**config.mk**
```make
export PLATFORM = sky130hd
export DESIGN_NAME = bbd_ctrl
export DESIGN_NICKNAME = d
export VERILOG_FILES = /design/src/design/bbd_pkg.sv /design/src/design/bbd_ctrl.sv
export SDC_FILE = /design/constraint.sdc
export NUM_CORES = 1
export LEC_CHECK = 0
export ABC_AREA = 0
export BUFFER_PORTS_ARGS = -buffer_cell sky130_fd_sc_hd__buf_2
export CAP_MARGIN = 20
export CELL_PAD_IN_SITES_DETAIL_PLACEMENT = 0
export CELL_PAD_IN_SITES_GLOBAL_PLACEMENT = 2
export CORE_MARGIN = 2
export CORE_UTILIZATION = 24
export DETAILED_ROUTE_END_ITERATION = 8
export HOLD_SLACK_MARGIN = 0.15
export MAX_ROUTING_LAYER = met4
export PLACE_DENSITY = 0.8
export SLEW_MARGIN = 15
export SYNTH_ARGS = -nofsm -noshare
export SYNTH_HDL_FRONTEND = slang
export SYNTH_SLANG_ARGS = --single-unit
```
**constraint.sdc**
```tcl
create_clock -name clk -period 1.17 [get_ports clk]
set_input_delay 0.117 -clock clk [delete_from_list [all_inputs] [get_ports clk]]
set_output_delay 0.117 -clock clk [all_outputs]
set_load 0.02 [all_outputs]
```
**src/design/bbd_pkg.sv**
```systemverilog
`timescale 1ns / 1ps
// ----------------------------------------------------------------------------
// bbd_pkg
// Shared widths, constants and types of the box regression delta decoder.
// ----------------------------------------------------------------------------
package bbd_pkg;

    localparam int COORD_FRAC_BITS = 4;
    localparam int DELTA_FRAC_BITS = 12;

    localparam int COORD_W     = 18;
    localparam int DELTA_W     = 16;
    localparam int SIZE_W      = 14;
    localparam int CFG_INDEX_W = 2;
    localparam int CFG_DATA_W  = SIZE_W;

    localparam int IN_DATA_W  = 4 * COORD_W + 4 * DELTA_W;
    localparam int OUT_DATA_W = 4 * COORD_W;

    localparam int STAGES = 9;

    // box length and centre accumulation
    localparam int LEN_W        = COORD_W + 2;
    localparam int SCALE_SHIFT  = 17;
    localparam int HALF_SHIFT   = SCALE_SHIFT - 1;
    localparam int DELTA_SHIFT  = SCALE_SHIFT - DELTA_FRAC_BITS;
    localparam int DCL_W        = DELTA_W + LEN_W;
    localparam int ACC_W        = 64;
    localparam int R_W          = ACC_W - SCALE_SHIFT;
    localparam int OUT_MAX      = (1 << (COORD_W - 1)) - 1;
    localparam int OUT_MIN      = -(1 << (COORD_W - 1));

    // exp via 2^(d*log2e)
    localparam int LOG2E_Q16  = 94548;
    localparam int LOG2E_W    = 18;
    localparam int T_W        = DELTA_W + LOG2E_W;
    localparam int EXP_FRAC   = DELTA_FRAC_BITS + 16;
    localparam int N_W        = T_W - EXP_FRAC;
    localparam int F_W        = 16;
    localparam int HORNER_C3  = 5121;
    localparam int HORNER_C2  = 14823;
    localparam int HORNER_C1  = 45584;
    localparam int HORNER_C0  = 65536;
    localparam int C3_W       = 13;
    localparam int P1_W       = 15;
    localparam int P2_W       = 16;
    localparam int P3_W       = 17;
    localparam int EXP_CAP_N  = 23;
    localparam int EXP_CAP_SH = 40;
    localparam int EXP_ZERO_N = 32;
    localparam int SH_W       = 6;
    localparam int PROD_W     = P3_W + 1 + LEN_W;

    // clipping bound
    localparam int BOUND_W = SIZE_W + 1 + COORD_FRAC_BITS;
    localparam int CLIP_W  = (BOUND_W > COORD_W) ? BOUND_W : COORD_W;

    // register indexes
    localparam logic [CFG_INDEX_W-1:0] CFG_CLIP_ENABLE  = 2'd0;
    localparam logic [CFG_INDEX_W-1:0] CFG_IMAGE_WIDTH  = 2'd1;
    localparam logic [CFG_INDEX_W-1:0] CFG_IMAGE_HEIGHT = 2'd2;

    localparam logic              CLIP_ENABLE_RST  = 1'b1;
    localparam logic [SIZE_W-1:0] IMAGE_WIDTH_RST  = 14'd1000;
    localparam logic [SIZE_W-1:0] IMAGE_HEIGHT_RST = 14'd600;

    typedef logic signed [COORD_W-1:0] coord_t;
    typedef logic signed [DELTA_W-1:0] delta_t;
    typedef logic [SIZE_W-1:0]         size_t;

    typedef struct packed {
        logic [STAGES-1:0] en;
    } pipe_ctrl_t;

endpackage

```
**src/design/bbd_ctrl.sv**
```systemverilog
`timescale 1ns / 1ps
// ----------------------------------------------------------------------------
// bbd_ctrl
// Valid bits and per-stage load enables of the decode pipeline.
// ----------------------------------------------------------------------------
module bbd_ctrl (
    input  logic               clk,
    input  logic               rst_n,
    input  logic               s_tvalid,
    output logic               s_tready,
    output logic               m_tvalid,
    input  logic               m_tready,
    output bbd_pkg::pipe_ctrl_t ctrl
);
    import bbd_pkg::*;

    logic [STAGES-1:0] valid_reg;
    logic [STAGES-1:0] valid_next;
    logic [STAGES-1:0] stage_en;

    // a stage loads when empty or when the next one loads
    always_comb
    begin
        stage_en[STAGES-1] = !valid_reg[STAGES-1] || m_tready;
        for (int k = STAGES - 2; k >= 0; k--)
        begin
            stage_en[k] = !valid_reg[k] || stage_en[k+1];
        end
    end

    always_comb
    begin
        valid_next = valid_reg;
        if (stage_en[0])
        begin
            valid_next[0] = s_tvalid;
        end
        for (int k = 1; k < STAGES; k++)
        begin
            if (stage_en[k])
            begin
                valid_next[k] = valid_reg[k-1];
            end
        end
    end

    always_ff @(posedge clk or negedge rst_n)
    begin
        if (!rst_n)
        begin
            valid_reg <= '0;
        end
        else
        begin
            valid_reg <= valid_next;
        end
    end

    assign s_tready = stage_en[0];
    assign m_tvalid = valid_reg[STAGES-1];
    assign ctrl.en  = stage_en;

endmodule

```
== Word level (Yosys, flattened, before mapping) ==
Index checks and enable logic that the tools add are counted.
W data, S select, Z words.
Operators by class
  equal/unequal tests: 0
  add/subtract/negate cells: 0
  muxes and demuxes: 0
  reduce and logical (&&, ||, !) cells: 18
  bitwise operators: 0
  magnitude comparators: 0
  shifts and indexed selects: 0
  div/mod/pow operators: 0
  multiply operators: 0
Operator list (number)
  $logic_not A1 Y1: 9
  $logic_or A1 B1 Y1: 9
Word-level totals
  RAM bits: 0
  input bits: 4
  memory bits (read-only): 0
  bits in latches: 0
  register bits after elaboration: 9
  memories: 0

== Depth between registers and ports, before layout ==
  depth in word-level cells: 10
  gate-level depth with buffers: 5
  gate-level depth less buffers: 2

== Least setup slack after synthesis ==
OpenSTA, ideal clock, no wires.
  path type: flip-flop to output port
  from: register valid_reg[8]
  to: output ctrl[0] in the netlist's numbering
  arrival: 1.421 ns
  setup slack: -0.368 ns
  required time: 1.053 ns
  stages on the path, launching flop included: 6
  cell sequence: dfrtp_1 -> and4b_1 -> buf_6 -> buf_6 -> nand4_1 -> buf_4
Between the ends
  longest elaborated chain between the ends: 10
Ends and longest elaborated chain
  start, declared: line bbd_ctrl.sv:17  | logic [STAGES-1:0] valid_reg;
  start signal, assigned: line bbd_ctrl.sv:55  | valid_reg <= valid_next;
  $logic_not A1 Y1: line bbd_ctrl.sv:24  | stage_en[STAGES-1] = !valid_reg[STAGES-1] || m_tready;
  $logic_or A1 B1 Y1: line bbd_ctrl.sv:24
  $logic_or A1 B1 Y1 (8 in series): line bbd_ctrl.sv:27  | stage_en[k] = !valid_reg[k] || stage_en[k+1];
  end, declared: line bbd_ctrl.sv:13  | output bbd_pkg::pipe_ctrl_t ctrl
Every way passes these cells.

==> results.yml <==
hold_path:
  min_delay_path_depth: 3
  hold_end: "valid_reg[8]"
  hold_class: "in2reg"
  min-delay-start: "m_tready"
power:
  leakagePower_nw: 0.308
  fin_total_pwr_w: 0.00112
  powerDensity_nw_per_um2: 1690
  vdd.ir_drop.worst_uv: 880
critical_path:
  crit_type: "reg2out"
  r2r-end: "valid_reg[4]"
  startpoint_type: "flop"
  cp_num_cells: 3
  worstReg2RegStart: "valid_reg[7]"
  cp_slowest_stage_delay_ps: 360
  cp_max_fo: 6
  critical_path.endpoint_type: "output port"
  required_ps: 1050
  reg2reg_slack_ps: -80
  slowest_stage: "dfrtp_2"
  path_buf_inv: 1
  crit_chain: "and4b_2 -> nand4_1 -> buf_4"
  critical_path_arrival_ps: 1240
  rr_worst_depth: 4
  cp_top_family: "simple AND/OR/NAND/NOR gates"
sta:
  min_period_ps: 1350
  max_clock_freq_mhz: 740
  drv_slew: 0
  setup_tns_ps: -1430
  setup_ws_ps: -182
  rsz0062_at_grt: "true"
  finalClockSkew_ps: 2.51
  post-route-period-util_pct: 116
  hold_viol: 0
  tightest_slew_ps: 193
  relSlewSlack_pct: 87.2
  setup_viol: 14
die:
  io_pins: 15
  start_util_pct: 26.1
  core_area_sq_um: 1520
  dieArea_sq_um: 2000
  fp.dieH_um: 44.7
  rows: 14
  die_x_um: 44.7
logic_synthesis:
  yosys.area.top_type: "dfrtp_1"
  ys_seq_area_share_pct: 56.6
  syn_area_sq_um: 398
  synth_fp_nets: 37
  ys_ff_latch: 9
  yosysMostFrequentCell: "dfrtp_1"
  ys_async_sr_fraction_pct: 100
  synthDistinctLibCells: 16
  syn_avg_cell_area_sq_um: 12.1
  synth_common_cells: "dfrtp_1, nand2b_1"
  syn_inst: 33
  synthFlopType: "dfrtp_1"
  synth_top_area_share_pct: 56.6
  synth_area_leaders: "dfrtp_1, buf_6, a41o_1"
  yosys_warnings: 0
  synth_edf_count: 0
outcome:
  outcome: "finished, violations left"
  violations: "setup timing"
finish:
  multi_input_area_sq_um: 155
  fin_nets: 66
  antennaDiodeCount: 0
  fill_cells: 153
  drive_gt1_share_pct: 59.0
  largest_reg_flops: 9
  syn_to_final_growth_pct: 66.7
  final_area_sq_um: 663
  fin_cells: 77
  seq_area_sq_um: 226
clock_tree:
  clk_latency_ps: 250
  cts_max_level: 1
  root_buffer: "clkbuf_4"
  clk_pin_slew_ps: 50
  cts_buffer_depth: 2
  cts.sinks: 9
  cts_tree: "done"
  cts_buffers: 3
placement:
  dp_cells: 65
  placed_area_sq_um: 499
  io_buffers: 14
  place_ws_ps: -57.4
  gp_congestion: 0.687
global_route:
  grt.total_usage_pct: 13.0
  grt_max_degree: 10
  grt_first_pass_wirelength_um: 1640
  antenna_found_initial: 0
  grt_pass1_vias: 358
  grt.overflow.total: 0
drt:
  finalWirelength_um: 927
  routed_via_density: 4.69
  route.vias.total: 361
  wire_per_inst_um: 12.0
  drt_iter0_drc: 7
  route.detailed.drc: 0
  first_pass_iters: 4
  detail-route-antenna-nets: 0
job:
  drv_cap: 0
what timing repair did:
item | CTS | global route
buffers inserted | 2 | 3
cloned | 1 | 0
endpoints found under the setup margin | 11 | 13
resized for setup | 20 | 4
hold buffers | 2 | 0
hold endpoints to repair | 10 | 0
pin swaps | 4 | 4
how the worst max path moves through the flow:
stage / startpoint / endpoint / slack [ps]
finish: valid_reg[8] / ctrl[0] / -180
global placement: valid_reg[7] / valid_reg[0] / -40
global route: valid_reg[8] / s_tready / -270
floorplan: valid_reg[8] / ctrl[0] / -300
detailed placement: valid_reg[7] / valid_reg[0] / -60
CTS: valid_reg[8] / ctrl[0] / -190
cell families after synthesis:
kind of cell	Yosys count	synth area share [%]
flops	9	56.6
compound gates	6	13.2
buf+inv	5	9.75
simple gates	13	20.4
cells in the final DEF (no fill, tap or decap):
cell type,synthesis,routed
inv_2,0,1
nand2b_4,0,1
buf_6,2,9
a31o_2,2,2
nand2b_1,3,2
clkbuf_4,0,3
dlygate4sd3_1,0,2
nand3_1,2,2
nand4_1,2,2
dfrtp_2,0,1
buf_4,1,12
nand3b_1,1,1
and4b_2,0,2
clkbuf_1,0,1
nand2_1,2,2
a41o_1,2,2
and4_2,0,1
buf_2,1,4
dfrtp_1,9,8
or2_1,1,1
a21o_1,2,2
final cells by class:
class / count / area share, %
timing repair buffer: 27 / 34.9
sequential: 9 / 34.2
multi-input combinational: 20 / 23.4
clock buffer: 4 / 3.96
tap: 16 / 3.02
inverter: 1 / 0.566
metrics by stage:
step	hold WS, ps	util [%]
after floorplan	-179	-
after global placement	-22.4	32.8
after detailed placement	-26.6	32.8
after CTS	184	40.8
after global routing	228	43.5
final	215	43.5
per-layer routing:
layer	GRT usage, %	vias up	wire length, um
met5	-	-	0
met4	9.09	0	24
met3	6.00	5	44
met2	18.8	7	489
met1	13.9	173	369
li1	-	176	-
power breakdown:
part	leakage, nW	internal [W]	total [W]	switching (W)
clock	0.0150	0.000131	0.000228	0.0000976
combinational	0.198	0.000266	0.000496	0.000230
sequential	0.0952	0.000366	0.000399	0.0000330
worst reg2reg max path: stages (launching register included):
cell,delay (ps)
dfrtp_1,380
buf_4,140
and4b_2,270
buf_6,130
a31o_2,230
(Power assumes the default switching activity.)
