<file path="config.mk">
export PLATFORM = sky130hd
export DESIGN_NAME = bbd_axis
export DESIGN_NICKNAME = d
export VERILOG_FILES = /design/src/design/bbd_pkg.sv /design/src/design/bbd_axis.sv
export SDC_FILE = /design/constraint.sdc
export NUM_CORES = 2
export LEC_CHECK = 0
export BUFFER_PORTS_ARGS = -buffer_cell sky130_fd_sc_hd__buf_4
export CAP_MARGIN = 20
export CORE_MARGIN = 2
export CORE_UTILIZATION = 45
export DETAILED_ROUTE_END_ITERATION = 16
export HOLD_SLACK_MARGIN = 0.1
export PLACE_DENSITY = 0.56
export SLEW_MARGIN = 20
export SYNTH_ARGS = -nofsm -noshare
export SYNTH_HDL_FRONTEND = slang
export SYNTH_SLANG_ARGS = --single-unit
</file>
<file path="constraint.sdc">
create_clock -name clk -period 9.13 [get_ports clk]
set_clock_uncertainty 0.05 [all_clocks]
set_input_delay 0.913 -clock clk [delete_from_list [all_inputs] [get_ports clk]]
set_output_delay 0.913 -clock clk [all_outputs]
set_load 0.02 [all_outputs]
</file>
<file path="src/design/bbd_pkg.sv">
`timescale 1ns / 1ps
// ----------------------------------------------------------------------------
// bbd_pkg
// Shared widths, constants and types of the box regression delta decoder.
// ----------------------------------------------------------------------------
package bbd_pkg;

    localparam int COORD_FRAC_BITS = 4;
    localparam int DELTA_FRAC_BITS = 12;

    localparam int COORD_W     = 18;
    localparam int DELTA_W     = 16;
    localparam int SIZE_W      = 14;
    localparam int CFG_INDEX_W = 2;
    localparam int CFG_DATA_W  = SIZE_W;

    localparam int IN_DATA_W  = 4 * COORD_W + 4 * DELTA_W;
    localparam int OUT_DATA_W = 4 * COORD_W;

    localparam int STAGES = 9;

    // box length and centre accumulation
    localparam int LEN_W        = COORD_W + 2;
    localparam int SCALE_SHIFT  = 17;
    localparam int HALF_SHIFT   = SCALE_SHIFT - 1;
    localparam int DELTA_SHIFT  = SCALE_SHIFT - DELTA_FRAC_BITS;
    localparam int DCL_W        = DELTA_W + LEN_W;
    localparam int ACC_W        = 64;
    localparam int R_W          = ACC_W - SCALE_SHIFT;
    localparam int OUT_MAX      = (1 << (COORD_W - 1)) - 1;
    localparam int OUT_MIN      = -(1 << (COORD_W - 1));

    // exp via 2^(d*log2e)
    localparam int LOG2E_Q16  = 94548;
    localparam int LOG2E_W    = 18;
    localparam int T_W        = DELTA_W + LOG2E_W;
    localparam int EXP_FRAC   = DELTA_FRAC_BITS + 16;
    localparam int N_W        = T_W - EXP_FRAC;
    localparam int F_W        = 16;
    localparam int HORNER_C3  = 5121;
    localparam int HORNER_C2  = 14823;
    localparam int HORNER_C1  = 45584;
    localparam int HORNER_C0  = 65536;
    localparam int C3_W       = 13;
    localparam int P1_W       = 15;
    localparam int P2_W       = 16;
    localparam int P3_W       = 17;
    localparam int EXP_CAP_N  = 23;
    localparam int EXP_CAP_SH = 40;
    localparam int EXP_ZERO_N = 32;
    localparam int SH_W       = 6;
    localparam int PROD_W     = P3_W + 1 + LEN_W;

    // clipping bound
    localparam int BOUND_W = SIZE_W + 1 + COORD_FRAC_BITS;
    localparam int CLIP_W  = (BOUND_W > COORD_W) ? BOUND_W : COORD_W;

    // register indexes
    localparam logic [CFG_INDEX_W-1:0] CFG_CLIP_ENABLE  = 2'd0;
    localparam logic [CFG_INDEX_W-1:0] CFG_IMAGE_WIDTH  = 2'd1;
    localparam logic [CFG_INDEX_W-1:0] CFG_IMAGE_HEIGHT = 2'd2;

    localparam logic              CLIP_ENABLE_RST  = 1'b1;
    localparam logic [SIZE_W-1:0] IMAGE_WIDTH_RST  = 14'd1000;
    localparam logic [SIZE_W-1:0] IMAGE_HEIGHT_RST = 14'd600;

    typedef logic signed [COORD_W-1:0] coord_t;
    typedef logic signed [DELTA_W-1:0] delta_t;
    typedef logic [SIZE_W-1:0]         size_t;

    typedef struct packed {
        logic [STAGES-1:0] en;
    } pipe_ctrl_t;

endpackage

</file>
<file path="src/design/bbd_axis.sv">
`timescale 1ns / 1ps
// ----------------------------------------------------------------------------
// bbd_axis
// One axis of the decode: length, centre shift, exp scale, round, saturate
// and clip, over nine register stages.
// ----------------------------------------------------------------------------
module bbd_axis (
    input  logic                clk,
    input  bbd_pkg::pipe_ctrl_t ctrl,
    input  bbd_pkg::coord_t     a1,
    input  bbd_pkg::coord_t     a2,
    input  bbd_pkg::delta_t     d_ctr,
    input  bbd_pkg::delta_t     d_size,
    input  logic                clip_enable,
    input  bbd_pkg::size_t      size,
    output bbd_pkg::coord_t     lo,
    output bbd_pkg::coord_t     hi,
    output logic                sat
);
    import bbd_pkg::*;

    typedef struct packed {
        logic   flag;
        coord_t value;
    } sat_t;

    function automatic sat_t saturate(input logic signed [R_W-1:0] r);
        sat_t s;
        s.flag  = 1'b0;
        s.value = COORD_W'(r);
        if (r > OUT_MAX)
        begin
            s.flag  = 1'b1;
            s.value = COORD_W'(OUT_MAX);
        end
        else if (r < OUT_MIN)
        begin
            s.flag  = 1'b1;
            s.value = COORD_W'(OUT_MIN);
        end
        return s;
    endfunction

    function automatic coord_t clip(input coord_t v, input logic en,
                                    input logic signed [BOUND_W-1:0] bound);
        logic signed [CLIP_W-1:0] c;
        c = CLIP_W'(v);
        if (en)
        begin
            if (c > CLIP_W'(bound))
            begin
                c = CLIP_W'(bound);
            end
            if (c < 0)
            begin
                c = '0;
            end
        end
        return COORD_W'(c);
    endfunction

    // stage 1
    logic signed [T_W-1:0]   s1_t_reg,   s1_t_next;
    logic signed [LEN_W-1:0] s1_len_reg, s1_len_next;
    coord_t                  s1_a1_reg;
    delta_t                  s1_dc_reg;
    // stage 2
    logic [P1_W-1:0]         s2_p1_reg,  s2_p1_next;
    logic [F_W-1:0]          s2_f_reg;
    logic signed [N_W-1:0]   s2_n_reg;
    logic signed [LEN_W-1:0] s2_len_reg;
    logic signed [ACC_W-1:0] s2_ctr_reg, s2_ctr_next;
    logic signed [DCL_W-1:0] s2_dcl_reg, s2_dcl_next;
    logic [F_W-1:0]          f1;
    logic [F_W+C3_W-1:0]     q1;
    // stage 3
    logic [P2_W-1:0]         s3_p2_reg,  s3_p2_next;
    logic [F_W-1:0]          s3_f_reg;
    logic signed [N_W-1:0]   s3_n_reg;
    logic signed [LEN_W-1:0] s3_len_reg;
    logic signed [ACC_W-1:0] s3_pc_reg,  s3_pc_next;
    logic [P1_W+F_W-1:0]     q2;
    // stage 4
    logic [P3_W-1:0]         s4_p3_reg,  s4_p3_next;
    logic signed [N_W-1:0]   s4_n_reg;
    logic signed [LEN_W-1:0] s4_len_reg;
    logic signed [ACC_W-1:0] s4_pc_reg;
    logic [P2_W+F_W-1:0]     q3;
    // stage 5
    logic [P3_W-1:0]         s5_m_reg,   s5_m_next;
    logic [SH_W-1:0]         s5_sh_reg,  s5_sh_next;
    logic signed [LEN_W-1:0] s5_len_reg;
    logic signed [ACC_W-1:0] s5_pc_reg;
    logic [N_W-1:0]          shr;
    // stage 6
    logic signed [PROD_W-1:0] s6_prod_reg, s6_prod_next;
    logic [SH_W-1:0]          s6_sh_reg;
    logic signed [ACC_W-1:0]  s6_pc_reg;
    // stage 7
    logic signed [ACC_W-1:0] s7_half_reg, s7_half_next;
    logic signed [ACC_W-1:0] s7_pc_reg;
    // stage 8
    sat_t                    s8_lo_reg,  s8_lo_next;
    sat_t                    s8_hi_reg,  s8_hi_next;
    logic signed [ACC_W-1:0] lo_sum, hi_sum;
    // stage 9
    coord_t                  s9_lo_reg,  s9_lo_next;
    coord_t                  s9_hi_reg,  s9_hi_next;
    logic                    s9_sat_reg;
    logic signed [BOUND_W-1:0] bound;

    always_comb
    begin
        s1_len_next = LEN_W'(a2) - LEN_W'(a1) + LEN_W'(1 << COORD_FRAC_BITS);
        s1_t_next   = T_W'(d_size) * T_W'(LOG2E_Q16);
    end

    // first horner step, centre and centre shift product
    always_comb
    begin
        f1          = s1_t_reg[EXP_FRAC-1 -: F_W];
        q1          = (F_W + C3_W)'(HORNER_C3) * (F_W + C3_W)'(f1);
        s2_p1_next  = P1_W'(HORNER_C2) + P1_W'(q1[F_W+C3_W-1:F_W]);
        s2_ctr_next = (ACC_W'(s1_a1_reg) <<< SCALE_SHIFT)
                    + (ACC_W'(s1_len_reg) <<< HALF_SHIFT)
                    + ACC_W'(1 << HALF_SHIFT);
        s2_dcl_next = DCL_W'(s1_dc_reg) * DCL_W'(s1_len_reg);
    end

    always_comb
    begin
        q2         = (P1_W + F_W)'(s2_p1_reg) * (P1_W + F_W)'(s2_f_reg);
        s3_p2_next = P2_W'(HORNER_C1) + P2_W'(q2[P1_W+F_W-1:F_W]);
        s3_pc_next = s2_ctr_reg + (ACC_W'(s2_dcl_reg) <<< DELTA_SHIFT);
    end

    always_comb
    begin
        q3         = (P2_W + F_W)'(s3_p2_reg) * (P2_W + F_W)'(s3_f_reg);
        s4_p3_next = P3_W'(HORNER_C0) + P3_W'(q3[P2_W+F_W-1:F_W]);
    end

    // exp = m << sh
    always_comb
    begin
        shr        = N_W'(-s4_n_reg);
        s5_m_next  = '0;
        s5_sh_next = '0;
        if (s4_n_reg > EXP_CAP_N)
        begin
            s5_m_next  = P3_W'(1);
            s5_sh_next = SH_W'(EXP_CAP_SH);
        end
        else if (s4_n_reg >= 0)
        begin
            s5_m_next  = s4_p3_reg;
            s5_sh_next = SH_W'(s4_n_reg);
        end
        else if (s4_n_reg > -EXP_ZERO_N)
        begin
            s5_m_next = s4_p3_reg >> shr;
        end
    end

    always_comb
    begin
        s6_prod_next = PROD_W'($signed({1'b0, s5_m_reg})) * PROD_W'(s5_len_reg);
        s7_half_next = ACC_W'(s6_prod_reg) <<< s6_sh_reg;
    end

    always_comb
    begin
        lo_sum     = s7_pc_reg - s7_half_reg;
        hi_sum     = s7_pc_reg + s7_half_reg;
        s8_lo_next = saturate(lo_sum[ACC_W-1:SCALE_SHIFT]);
        s8_hi_next = saturate(hi_sum[ACC_W-1:SCALE_SHIFT]);
    end

    always_comb
    begin
        bound      = (BOUND_W'($signed({1'b0, size})) - BOUND_W'(1)) <<< COORD_FRAC_BITS;
        s9_lo_next = clip(s8_lo_reg.value, clip_enable, bound);
        s9_hi_next = clip(s8_hi_reg.value, clip_enable, bound);
    end

    always_ff @(posedge clk)
    begin
        if (ctrl.en[0])
        begin
            s1_t_reg   <= s1_t_next;
            s1_len_reg <= s1_len_next;
            s1_a1_reg  <= a1;
            s1_dc_reg  <= d_ctr;
        end
        if (ctrl.en[1])
        begin
            s2_p1_reg  <= s2_p1_next;
            s2_f_reg   <= f1;
            s2_n_reg   <= s1_t_reg[T_W-1 -: N_W];
            s2_len_reg <= s1_len_reg;
            s2_ctr_reg <= s2_ctr_next;
            s2_dcl_reg <= s2_dcl_next;
        end
        if (ctrl.en[2])
        begin
            s3_p2_reg  <= s3_p2_next;
            s3_f_reg   <= s2_f_reg;
            s3_n_reg   <= s2_n_reg;
            s3_len_reg <= s2_len_reg;
            s3_pc_reg  <= s3_pc_next;
        end
        if (ctrl.en[3])
        begin
            s4_p3_reg  <= s4_p3_next;
            s4_n_reg   <= s3_n_reg;
            s4_len_reg <= s3_len_reg;
            s4_pc_reg  <= s3_pc_reg;
        end
        if (ctrl.en[4])
        begin
            s5_m_reg   <= s5_m_next;
            s5_sh_reg  <= s5_sh_next;
            s5_len_reg <= s4_len_reg;
            s5_pc_reg  <= s4_pc_reg;
        end
        if (ctrl.en[5])
        begin
            s6_prod_reg <= s6_prod_next;
            s6_sh_reg   <= s5_sh_reg;
            s6_pc_reg   <= s5_pc_reg;
        end
        if (ctrl.en[6])
        begin
            s7_half_reg <= s7_half_next;
            s7_pc_reg   <= s6_pc_reg;
        end
        if (ctrl.en[7])
        begin
            s8_lo_reg <= s8_lo_next;
            s8_hi_reg <= s8_hi_next;
        end
        if (ctrl.en[8])
        begin
            s9_lo_reg  <= s9_lo_next;
            s9_hi_reg  <= s9_hi_next;
            s9_sat_reg <= s8_lo_reg.flag | s8_hi_reg.flag;
        end
    end

    assign lo  = s9_lo_reg;
    assign hi  = s9_hi_reg;
    assign sat = s9_sat_reg;

endmodule
</file>
Word-level counts from Yosys, hierarchy flattened:

Cells that the tools add are included.

* bitwise operators: 2
* reductions and logical operators: 1
* divide/modulo/power cells: 0
* $mul: 6
* eq/ne operators: 0
* shifts and indexed selects: 2
* add/subtract/negate cells: 12
* order comparisons: 11
* muxes and demuxes: 13

Operator list (count)
* 19-bit two-way mux: 6
* 47-bit by 18-bit > comparator with 1-bit output, second input constant: 2
* 47-bit by 18-bit less-than comparator with 1-bit output, second input constant: 2
* 18-bit two-way mux: 4
* 64-bit by 41-bit adder with 64-bit output: 1
* 64-bit adder: 1
* 38-bit by 6-bit <<< shifter with 64-bit output: 1
* 64-bit subtractor: 1
* 37-bit by 18-bit adder with 38-bit output, second input constant: 1
* 18-bit by 19-bit > comparator with 1-bit output: 2
* 19-bit by 1-bit less-than comparator with 1-bit output, second input constant: 2
* 18-bit by 20-bit multiplier with 38-bit output: 1
* 35-bit by 36-bit adder with 37-bit output: 1
* 16-bit by 20-bit multiplier with 36-bit output: 1
* 17-bit two-way mux: 2
* 16-bit by 16-bit multiplier with 32-bit output: 1
* 16-bit by 16-bit multiplier with 32-bit output, second input constant: 1
* 15-bit by 16-bit multiplier with 31-bit output: 1
* 13-bit by 16-bit multiplier with 29-bit output, first input constant: 1
* 19-bit by 6-bit adder with 20-bit output, second input constant: 1
* 18-bit by 18-bit subtractor with 19-bit output: 1
* 17-bit by 16-bit adder with 17-bit output, first input constant: 1
* 17-bit by 6-bit right shift with 17-bit output: 1
* 16-bit by 15-bit adder with 16-bit output, first input constant: 1
* other kinds (9): 10

* output and inout bits: 37
* word-level logic and storage cells: 83
* bits in writable memories: 0
* register bits: 890
* input bits: 93
* bits in latches: 0
* memories kept: 0
* bits in read-only memories: 0

Logic depth before layout (Yosys ltp):

* depth after elaboration: 7
* depth in mapped cells: 30
* gate-level depth less buffers: 29

Worst setup path after synthesis:

No wires, ideal clock.

* path kind: register to register
* start: reg s2_p1_reg[0]
* end: reg s3_p2_reg[14], data pin
* data required time: 8.809 ns
* clock period less this slack: 7.098 ns
* stages on the path, launching flop included: 29
* path buffers: 1
* setup slack: 2.032 ns
* setup time: 0.271 ns
* arrival: 6.777 ns
* path through: edfxtp_1 clkbuf_1 and2_1 fa_1 inv_1 fa_1 inv_1 fa_1 fa_1 fa_1 inv_1 fa_1 inv_1 ha_1 a211o_1 o211ai_1 a21oi_1 a211oi_1 o21bai_1 a21o_1 a21oi_1 xnor2_1 ha_1 nand4b_1 o32ai_1 a31o_2 nor4b_1 a221oi_1 xor2_1

* word-level cells in the longest chain between the ends: 2

RTL lines
* start: declaration: line bbd_axis.sv:68 `logic [P1_W-1:0] s2_p1_reg, s2_p1_next;`
* start signal: assignment: line bbd_axis.sv:197 `s2_p1_reg <= s2_p1_next;`
* 15-bit by 16-bit multiplier with 31-bit output: line bbd_axis.sv:132 `q2 = (P1_W + F_W)'(s2_p1_reg) * (P1_W + F_W)'(s2_f_reg);`
* 16-bit by 15-bit adder with 16-bit output: line bbd_axis.sv:133 `s3_p2_next = P2_W'(HORNER_C1) + P2_W'(q2[P1_W+F_W-1:F_W]);`
* net s3_p2_next[14]: line bbd_axis.sv:77 `logic [P2_W-1:0] s3_p2_reg, s3_p2_next;`
* end signal: assignment: line bbd_axis.sv:206 `s3_p2_reg <= s3_p2_next;`
* end: declaration: line bbd_axis.sv:77

The timed path passes the listed nets, and every way through them passes these cells.
A chain may end at the register's enable or synchronous reset.

Final worst setup path:

* start: reg s1_dc_reg[2]
* end: reg s2_dcl_reg[35], data pin

* word-level cells in the longest chain between the ends: 1

RTL lines
* start: declaration: line bbd_axis.sv:66 `delta_t s1_dc_reg;`
* start signal: assignment: line bbd_axis.sv:193 `s1_dc_reg <= d_ctr;`
* 16-bit by 20-bit multiplier with 36-bit output: line bbd_axis.sv:127 `s2_dcl_next = DCL_W'(s1_dc_reg) * DCL_W'(s1_len_reg);`
* net s2_dcl_next[35]: line bbd_axis.sv:73 `logic signed [DCL_W-1:0] s2_dcl_reg, s2_dcl_next;`
* end signal: assignment: line bbd_axis.sv:202 `s2_dcl_reg <= s2_dcl_next;`
* end: declaration: line bbd_axis.sv:73

The timed path passes the listed nets, and every way through them passes these cells.

==> flow_metrics.env <==
export IMPL_status="finished clean"
export IMPL_antenna_found_initial=13
export IMPL_ys_top_cells_by_count="inv_1 (1496), fa_1 (1119), nand2_1 (937)"
export IMPL_hold_buffers=0
export IMPL_start_util=0.452
export IMPL_antenna_left=0
export IMPL_drt_pass1_iter_count=5
export IMPL_ys_seq_area_frac=0.284
export IMPL_cts_sinks=812
export IMPL_gp_congestion=0.917
export IMPL_hold_violations=0
export IMPL_wire_per_inst_um=19.3
export IMPL_drv_cap=0
export IMPL_setup_viol_count_final=0
export IMPL_numCtsBuffers=93
export IMPL_synth_seq_cells=812
export IMPL_start_kind="register"
export IMPL_grt_usage=0.223
export IMPL_endpoint_kind="register"
export IMPL_synth_edff_count=812
export IMPL_grt_pass1_vias=60785
export IMPL_grt_ovfl_total=0
export IMPL_h_tree_depth=3
export IMPL_syn_nets=10356
export IMPL_drc_errors=0
export IMPL_synthDistinctLibCells=98
export IMPL_synthTopCellsByArea="edfxtp_1 (28%), fa_1 (26%), ha_1 (12%)"
export IMPL_synth_top_area_frac=0.284
export IMPL_grt_max_degree=85
export IMPL_synth_area_sq_um=86000
export IMPL_area_delta_synth_final_pct=7.67
export IMPL_ios=130
export IMPL_yosys_warnings=0
export IMPL_ys_async_sr_fraction=0
export IMPL_drtIter0Drc=3522
export IMPL_slew_headroom=0.285
export IMPL_via_count=57670
export IMPL_largest_reg_flops=64
export IMPL_yosys_area_top_type="edfxtp_1"
export IMPL_path_clk_slew_ps=60
export IMPL_synth_flop_cell="edfxtp_1"
export IMPL_cts_resized=0
export IMPL_syn_inst=8335
export IMPL_routed_wl_um=211000
export IMPL_nNetsFinal=10349
export IMPL_worst_pin_slew_ps=1060
export IMPL_crit_fanout=20
export IMPL_fillers=17478
export IMPL_die_x_um=441
export IMPL_syn_avg_cell_area_sq_um=10.3
export IMPL_rows=160
export IMPL_drive_above_1_share=0.0533
export IMPL_hp_class="input pin to register"
export IMPL_r2r_setup_slack_ps=1020
export IMPL_dieArea_sq_um=195000
export IMPL_yosysMostFrequentCell="inv_1"
export IMPL_grt_setup_unrepaired="no"
export IMPL_cts_tree="yes"
export IMPL_required_ps=9510
export IMPL_via_per_inst=5.28
export IMPL_core_sq_um=190000
export IMPL_period_minus_slack_ps=8110
export IMPL_max_freq_ghz=0.123
export IMPL_clock_latency_ps=710
export IMPL_crit_arrival_ps=8490
export IMPL_cts_path_max_buffers=3
export IMPL_critPathKind="register to register"
export IMPL_setup_tns_ps=0
export IMPL_ctsRootBufferMaster="clkbuf_16"
export IMPL_port_buffer_count=129
export IMPL_die_h_um=441
export IMPL_post_cts_setup_buffers=0
export IMPL_grt_pass1_wl_um=340000
export IMPL_maxSlewViolCount=0
export IMPL_post_route_period_util=0.889
export IMPL_dp_final_hpwl_um=172000
[layout make-up]
cell class              count  area [sq um]  area share
diodes                      7          17.5    0.000189
clock buffers             109          2410      0.0260
clock inverters            64           703     0.00760
inverters                1516          5690      0.0615
multi-input cells        5713         54800       0.592
flip-flops and latches    812         24400       0.263
well taps                2511          3140      0.0339
repair buffers            192          1440      0.0156
[path summary, 6_finish.rpt]
kind                                    start        endpoint  cells after the start
worst max register to register   s1_dc_reg[2]  s2_dcl_reg[35]                     26
worst max-delay path             s1_dc_reg[2]  s2_dcl_reg[35]                     26
worst min-delay path                 d_ctr[0]    s1_dc_reg[0]                      1
worst min register to register  s4_pc_reg[22]   s5_pc_reg[22]                      0
[kinds of logic (layout without fill, tap and decap cells)]
group	Yosys count	count (layout)	share of synthesized area
AO/OA/AOI/OAI	1098	1098	0.0827
XOR/XNOR	312	312	0.0318
adder cells (fa/ha/maj)	1928	1928	0.378
buffers and inverters	1810	1881	0.0794
flip-flops	812	812	0.284
multiplexers	108	108	0.0172
other	0	7	0
AND/OR/NAND/NOR	2267	2267	0.127
[metal layers]
layer	part of all wire	routed length (um)	track usage	up-vias
li1	-	-	-	27139
met1	0.46	96700	0.311	28955
met2	0.47	98300	0.364	1291
met3	0.050	10500	0.0321	279
met4	0.027	5740	0.0593	6
met5	0.00019	41	0	-
[critical path, stage by stage (launching register included)]
cell and delay (ps):
edfxtp_1 810, nand2_1 170, fa_1 550, inv_1 60
fa_1 540, inv_1 60, fa_1 480, fa_1 540
inv_1 50, fa_1 470, inv_1 50, fa_1 470
inv_1 40, ha_1 320, a21o_1 190, nand2_1 100
inv_1 50, a311o_1 370, o21bai_1 400, o21ai_1 290
nor2b_1 220, o31a_1 300, o31a_1 280, o41ai_1 540
o21ai_1 150, a21oi_1 200, xnor2_1 80
[stage by stage]
step | hold slack (ps) | setup slack, ps | instances | utilization | area, sq um
floorplan | 350 | 2030 | 8335 | - | 86000
global placement | 351 | 1060 | 10744 | 0.471 | 89400
detailed placement | 355 | 1010 | 10744 | 0.471 | 89400
CTS | 260 | 988 | 10917 | 0.487 | 92500
global route | 271 | 432 | 10919 | 0.487 | 92500
finish | 334 | 1020 | 10924 | 0.487 | 92600
[placed cells by master, fill, tap and decap left out, types with 103 or more instances in the layout]
master	instances
a21oi_1	316
and2_1	519
buf_4	192
edfxtp_1	812
fa_1	1118
ha_1	809
inv_1	1496
nand2_1	937
nor2_1	329
nor3_1	103
o21ai_0	201
xnor2_1	238
Power is left out: the tool's default activity adds up to more than one toggle a clock period on the data nets, which glitch-free logic cannot reach.
